===== src/assert_macros.svh =====
// Assertion helpers shared by the RTL.
`ifndef ASSERT_MACROS_SVH
`define ASSERT_MACROS_SVH

// Property that must hold at every clock edge outside reset.
`define ASSERT_ALWAYS(label, cond, msg) \
  label: assert property (@(posedge clk_i) disable iff (!rst_ni) (cond)) else $error(msg);

// Property given as an implication with an antecedent and a consequent.
`define ASSERT_PROP(label, prop, msg) \
  label: assert property (@(posedge clk_i) disable iff (!rst_ni) prop) else $error(msg);

`endif


===== src/dps_pkg.sv =====
package dps_pkg;

  localparam int POINTS    = 64;
  localparam int IDX_W     = $clog2(POINTS);
  localparam int SAMPLE_W  = 16;
  localparam int ROM_W     = 16;
  localparam int PROD_W    = 32;
  localparam int ACC_W     = PROD_W + IDX_W;
  localparam int CFG_W     = 16;
  localparam int CFG_IDX_W = 1;
  localparam int PART_W    = 32;
  localparam int POW_W     = 63;

  localparam logic [CFG_IDX_W-1:0] REG_STEP_SCALE = 1'b0;
  localparam logic [CFG_IDX_W-1:0] REG_INV_TIME   = 1'b1;

  localparam logic [63:0] HALF_PI_Q30 = 64'd1686629713;
  localparam logic [63:0] ONE_Q30     = 64'd1073741824;

  // Accumulated sums of one bin, passed from the MAC loop to the scaling unit.
  typedef struct packed {
    logic [IDX_W-1:0]        bin;
    logic signed [ACC_W-1:0] re;
    logic signed [ACC_W-1:0] im;
  } bin_sums_t;

  typedef logic [POINTS-1:0][ROM_W-1:0] rom_t;

  // Integer Taylor series in Q30 radians, rounded to Q1.15.
  function automatic logic signed [ROM_W-1:0] taylor_q15(logic [63:0] th, bit odd);
    logic [63:0]        t2;
    logic [63:0]        term;
    logic [63:0]        q;
    logic signed [63:0] acc;
    t2   = (th * th) >> 30;
    term = odd ? th : ONE_Q30;
    acc  = 64'sd0;
    for (int k = 0; k < 6; k++) begin
      if ((k % 2) == 1) begin
        acc = acc - $signed(term);
      end else begin
        acc = acc + $signed(term);
      end
      q = (term * t2) >> 30;
      case (k)
        0: term = odd ? q / 6   : q / 2;
        1: term = odd ? q / 20  : q / 12;
        2: term = odd ? q / 42  : q / 30;
        3: term = odd ? q / 72  : q / 56;
        4: term = odd ? q / 110 : q / 90;
        default: term = odd ? q / 156 : q / 132;
      endcase
    end
    if (acc < 64'sd0) acc = 64'sd0;
    if (acc > $signed(ONE_Q30)) acc = $signed(ONE_Q30);
    acc = (acc + 64'sd16384) >>> 15;
    if (acc > 64'sd32767) acc = 64'sd32767;
    return ROM_W'(acc);
  endfunction

  // Cosine or sine of 2*pi*m/POINTS for every m, folded by quadrant.
  function automatic rom_t build_rom(bit sine);
    rom_t                     rom;
    logic [63:0]              p;
    logic [63:0]              quad;
    logic [63:0]              x;
    logic [63:0]              th;
    logic signed [ROM_W-1:0]  s;
    logic signed [ROM_W-1:0]  c;
    logic signed [ROM_W-1:0]  sv;
    logic signed [ROM_W-1:0]  cv;
    for (int m = 0; m < POINTS; m++) begin
      p    = ((64'(m) << 24) + 64'(POINTS / 2)) / 64'(POINTS);
      quad = (p >> 22) & 64'd3;
      x    = p & 64'h3fffff;
      th   = (x * HALF_PI_Q30) >> 22;
      s    = taylor_q15(th, 1'b1);
      c    = taylor_q15(th, 1'b0);
      case (quad)
        64'd0: begin
          sv = s;
          cv = c;
        end
        64'd1: begin
          sv = c;
          cv = -s;
        end
        64'd2: begin
          sv = -s;
          cv = -c;
        end
        default: begin
          sv = -c;
          cv = s;
        end
      endcase
      rom[m] = sine ? sv : cv;
    end
    return rom;
  endfunction

  localparam rom_t COS_ROM = build_rom(1'b0);
  localparam rom_t SIN_ROM = build_rom(1'b1);

endpackage


===== src/dps_mac.sv =====
module dps_mac (
  input  logic                                    clk_i,
  input  logic                                    rst_ni,
  input  logic signed [dps_pkg::SAMPLE_W-1:0]     sample_i,
  input  logic                                    sample_valid_i,
  output logic                                    sample_ready_o,
  output logic                                    sums_valid_o,
  input  logic                                    sums_ready_i,
  output dps_pkg::bin_sums_t                      sums_o
);

  localparam logic [dps_pkg::IDX_W-1:0] LAST = dps_pkg::IDX_W'(dps_pkg::POINTS - 1);

  logic signed [dps_pkg::SAMPLE_W-1:0] mem [dps_pkg::POINTS];

  logic                       run_q;
  logic [dps_pkg::IDX_W-1:0]  cnt_q;
  logic [dps_pkg::IDX_W-1:0]  bin_q;
  logic [dps_pkg::IDX_W-1:0]  j_q;
  logic [dps_pkg::IDX_W-1:0]  phase_q;
  logic [dps_pkg::IDX_W-1:0]  phase_d;
  logic [dps_pkg::IDX_W:0]    phase_sum;

  logic                                s1_valid_q;
  logic [dps_pkg::IDX_W-1:0]           s1_m_q;
  logic                                s1_first_q;
  logic                                s1_last_q;
  logic [dps_pkg::IDX_W-1:0]           s1_bin_q;
  logic signed [dps_pkg::SAMPLE_W-1:0] rd_q;

  logic                                s2_valid_q;
  logic                                s2_first_q;
  logic                                s2_last_q;
  logic [dps_pkg::IDX_W-1:0]           s2_bin_q;
  logic signed [dps_pkg::PROD_W-1:0]   prod_re_q;
  logic signed [dps_pkg::PROD_W-1:0]   prod_im_q;

  logic signed [dps_pkg::ROM_W-1:0]    cos_v;
  logic signed [dps_pkg::ROM_W-1:0]    sin_v;
  logic signed [dps_pkg::ACC_W-1:0]    acc_re_q;
  logic signed [dps_pkg::ACC_W-1:0]    acc_im_q;
  logic signed [dps_pkg::ACC_W-1:0]    sum_re;
  logic signed [dps_pkg::ACC_W-1:0]    sum_im;

  logic               sums_valid_q;
  dps_pkg::bin_sums_t sums_q;

  logic adv;
  logic accept;
  logic issue;

  // The whole MAC pipeline freezes while a finished bin waits for the scaling unit.
  assign adv            = !sums_valid_q || sums_ready_i;
  assign sample_ready_o = !run_q;
  assign accept         = sample_valid_i && !run_q;
  assign issue          = run_q && adv;

  assign phase_sum = {1'b0, phase_q} + {1'b0, bin_q};
  assign phase_d   = (phase_sum >= (dps_pkg::IDX_W + 1)'(dps_pkg::POINTS))
                   ? dps_pkg::IDX_W'(phase_sum - (dps_pkg::IDX_W + 1)'(dps_pkg::POINTS))
                   : phase_sum[dps_pkg::IDX_W-1:0];

  always_ff @(posedge clk_i) begin
    if (accept) begin
      mem[cnt_q] <= sample_i;
    end
    if (issue) begin
      rd_q <= mem[j_q];
    end
  end

  always_ff @(posedge clk_i or negedge rst_ni) begin
    if (!rst_ni) begin
      run_q        <= 1'b0;
      cnt_q        <= '0;
      bin_q        <= '0;
      j_q          <= '0;
      phase_q      <= '0;
      s1_valid_q   <= 1'b0;
      s2_valid_q   <= 1'b0;
      sums_valid_q <= 1'b0;
    end else begin
      if (accept) begin
        if (cnt_q == LAST) begin
          cnt_q <= '0;
          run_q <= 1'b1;
        end else begin
          cnt_q <= cnt_q + 1'b1;
        end
      end
      if (issue) begin
        if (j_q == LAST) begin
          j_q     <= '0;
          phase_q <= '0;
          if (bin_q == LAST) begin
            bin_q <= '0;
            run_q <= 1'b0;
          end else begin
            bin_q <= bin_q + 1'b1;
          end
        end else begin
          j_q     <= j_q + 1'b1;
          phase_q <= phase_d;
        end
      end
      if (adv) begin
        s1_valid_q <= run_q;
        s2_valid_q <= s1_valid_q;
      end
      if (sums_valid_q && sums_ready_i) begin
        sums_valid_q <= 1'b0;
      end
      if (adv && s2_valid_q && s2_last_q) begin
        sums_valid_q <= 1'b1;
      end
    end
  end

  assign cos_v  = $signed(dps_pkg::COS_ROM[s1_m_q]);
  assign sin_v  = $signed(dps_pkg::SIN_ROM[s1_m_q]);
  assign sum_re = (s2_first_q ? '0 : acc_re_q) + dps_pkg::ACC_W'(prod_re_q);
  assign sum_im = (s2_first_q ? '0 : acc_im_q) + dps_pkg::ACC_W'(prod_im_q);

  always_ff @(posedge clk_i) begin
    if (adv) begin
      s1_m_q     <= phase_q;
      s1_first_q <= (j_q == '0);
      s1_last_q  <= (j_q == LAST);
      s1_bin_q   <= bin_q;
      s2_first_q <= s1_first_q;
      s2_last_q  <= s1_last_q;
      s2_bin_q   <= s1_bin_q;
      prod_re_q  <= rd_q * cos_v;
      prod_im_q  <= rd_q * sin_v;
      if (s2_valid_q) begin
        if (s2_last_q) begin
          sums_q.bin <= s2_bin_q;
          sums_q.re  <= sum_re;
          sums_q.im  <= sum_im;
        end else begin
          acc_re_q <= sum_re;
          acc_im_q <= sum_im;
        end
      end
    end
  end

  assign sums_valid_o = sums_valid_q;
  assign sums_o       = sums_q;

endmodule


===== config.mk =====
export PLATFORM = sky130hd
export DESIGN_NAME = dps_mac
export DESIGN_NICKNAME = d
export VERILOG_FILES = /design/src/assert_macros.svh /design/src/dps_pkg.sv /design/src/dps_mac.sv
export SDC_FILE = /design/constraint.sdc
export NUM_CORES = 2
export LEC_CHECK = 0
export ABC_AREA = 1
export BUFFER_PORTS_ARGS = -buffer_cell sky130_fd_sc_hd__buf_2
export CAP_MARGIN = 0
export CORE_MARGIN = 3
export CORE_UTILIZATION = 32
export DETAILED_ROUTE_END_ITERATION = 10
export PLACE_DENSITY = 0.57
export SLEW_MARGIN = 20
export SYNTH_ARGS = -nofsm -noshare
export SYNTH_HDL_FRONTEND = slang
export SYNTH_SLANG_ARGS = --single-unit

===== constraint.sdc =====
create_clock -name clk_i -period 8.3 [get_ports clk_i]
set_input_delay 1.245 -clock clk_i [delete_from_list [all_inputs] [get_ports clk_i]]
set_output_delay 1.245 -clock clk_i [all_outputs]
set_load 0.01 [all_outputs]

==> results.md <==
- Clk_skew: between 0.09 and 0.1 ns
- Status: completed
- CP max FO: 17
- Initial antenna violation count: 5
- Die Wd: just over 500 µm
- Htree depth: 4
- CP Launch Type: register
- DRT iter0 DRCs: between 4k and 5k
- Placement Setup Slack: between 1.5 and 2 ns
- DR WL/cell: roughly 18 µm
- # IOs: around 100
- RSZ-0062 raised after global routing: false
- Cells resized by post-CTS repair: 0
- WHS: around 0.42 ns
- Postcts setup bufs: 0
- Layout cell share with drive strength beyond 1: 5.503%
- Worst Hold Class: register to register
- Yosys warnings: 0
- TritonCTS clock tree: yes
- DR vias: between 50k and 60k
- Main synth FF type: edfxtp_1
- Hold Fails Final Rpt: 0
- Syn Std Cell Area: 82080 µm²
- Post-synth EDFFs: between 1k and 1.5k
- Most numerous cell in the Yosys netlist: nand2_1
- Final ANT Viol Nets: 0
- Crit-path max cell delay: around 0.83 ns
- Yosys cell types: between 40 and 50
- Count of hold-fix buffers inserted at cts: 0
- Final Worst Setup Slack: roughly 1.9 ns
- Kind of critical path: register to register
- Max-slew violation count: 0
- GRT Total Usage: about 17%
- TritonRoute pass-1 iters: 8
- Mapped Cells: between 8k and 9k
- Nature of the critical path endpoint: register
- Post-Syn Nets: approximately 9.8k
- Crit-path cells: buf_4, nand2_1, inv_1, fa_1, fa_1, inv_1, fa_1, fa_1, fa_1, fa_1, inv_1, ha_1, nand2_1, nor2_1, nand2_1, nor3_1, nand2_1, nand3_1, inv_1, nand2_1, nand2_1
- Clk sinks: between 1k and 1.5k
- GPL Wtd Cong: 0.9094
- Fin crit period: approximately 6.4 ns
- Yosys top cell area share: 46.97%
- CORE AREA: approximately 250000 µm²
- Max clock buf depth: 3
- Dpl hpwl: 152.9 mm
- Layout Nets: slightly below 10k
- Max Cap Violations: 0
- Worst-path clk slew: 0.07 ns
- Area delta synth->final: 11.17%
- Die ar.: approximately 260000 µm²
- Routed vias/inst: around 4.7
- Slowest CP cell: fa_1
- WP data arrival: roughly 7 ns
- Top post-synthesis cells by area: edfxtp_1, fa_1, nand2_1
- Final worst path period share: between 70% and 80%
- Critical path data required time: 8.84 ns
- Row cnt: between 150 and 200
- Total Neg Setup Slack: 0 ns
- Vias in the first global route: between 50k and 60k
- Top post-synthesis cells by count: nand2_1, inv_1, edfxtp_1, nor2_1, fa_1
- Grt total ovfl: 0
- Initial Utilization: between 30% and 40%
- Largest area contributor in the netlist: edfxtp_1
- Post-synthesis sequential area ratio: 48.61%
- Hold depth: 0
- CTS root buffer: clkbuf_16
- Slew @ Worst Pin: between 1 and 1.5 ns
- First-pass GRT wire length: around 350 mm
- Worst slew margin: 19.89%
- I/O Buffers: 103
- DRC viols: 0
- Post-Place Cell Area: between 80000 and 90000 µm²
- #FFs+latches synth: around 1.3k
- Num CTS Buffers: about 150
- Syn avg cell area: approximately 9.2 µm²
- Async set-reset flop share out of synthesis: 2.083%
- Final Cell Area: 91250 µm²
- Worst R2R Path Depth: 21
- Post-Route WL: 229.5 mm
- Setup Viol. Count Final: 0
- Max frequency: roughly 160 MHz
- Worst skew pair latency: about 0.82 ns
- Die height: just over 500 µm
- Largest net degree at the start of global routing: ~210
metal layers:
layer  up-vias  wire, µm  global-route usage (%)
li1      28167         -                       -
met1     28971     99340                   22.96
met2      1623    111400                   29.56
met3       318     12510                   2.337
met4         0      6221                   4.984
met5         -         0                       0
stage by stage:
stage,cells,util [%]
2_1_floorplan,8956,-
3_3_place_gp,12193,33.86
3_5_place_dp,12193,33.86
4_1_cts,12469,35.83
5_1_grt,12472,35.84
6_report,12473,35.84
state kept, by name (all words and copies together) (netlist names), 6 cells and up:
name and count:
mem 1024, sums_o 82, acc_im_q 38, acc_re_q 38, prod_im_q 32, prod_re_q 32
cos_v 16, rd_q 16, sin_v 16, bin_q 6, cnt_q 6, j_q 6
phase_q 6, s1_bin_q 6, s1_m_q 6, s2_bin_q 6
critical path, delay by kind of cell, from the launching register on:
| kind | cells | cell delay (ns) |
|---|---|---|
| fa+ha+maj | 7 | 3.72 |
| buf+inv | 5 | 0.72 |
| flops | 1 | 0.74 |
| simple gates | 9 | 0.96 |
layout make-up:
class	count	area, µm²
multi-input combinational	5671	34640
timing repair buffer	223	1486
inverter	1590	5982
tap	3366	4212
antenna	3	7.507
clock inverter	85	1047
sequential	1344	39910
clock buffer	191	3968
fill	25796	163400
final timing paths:
path	start	endpoint	slack, ns
setup / recovery	rd_q[15]	prod_im_q[31]	1.87
hold / removal	s1_bin_q[5]	s2_bin_q[5]	0.42
setup reg to reg	rd_q[15]	prod_im_q[31]	1.87
hold reg to reg	s1_bin_q[5]	s2_bin_q[5]	0.42
max in group asynchronous	rst_ni	j_q[0]	7.07
min in group asynchronous	rst_ni	j_q[2]	0.56
cell usage in the layout, fill, tap and decap left out, drive strengths merged, types with 45 or more instances in the layout:
master / count
nand4: 59
clkinv: 59
fa: 527
nand3: 483
nor2: 908
xor2: 79
clkbuf: 191
buf: 223
edfxtp: 1284
a21oi: 158
nand2: 2637
ha: 258
o211ai: 45
inv: 1598
o21ai: 395
cells by family (layout without fill, tap and decap cells):
| kind of cell | after synthesis | after routing | share of synthesized area, % |
|---|---|---|---|
| XOR/XNOR | 93 | 93 | 0.9923 |
| adder cells (fa/ha/maj) | 785 | 785 | 16.79 |
| flip-flops | 1344 | 1344 | 48.61 |
| buffers and inverters | 1941 | 2089 | 9.312 |
| AND/OR/NAND/NOR | 4150 | 4150 | 20.10 |
| other | 0 | 3 | 0 |
| AO/OA/AOI/OAI | 643 | 643 | 4.200 |
Power is not shown: default switching activity piles up to over one toggle a cycle in this logic, so the estimate is an artifact.
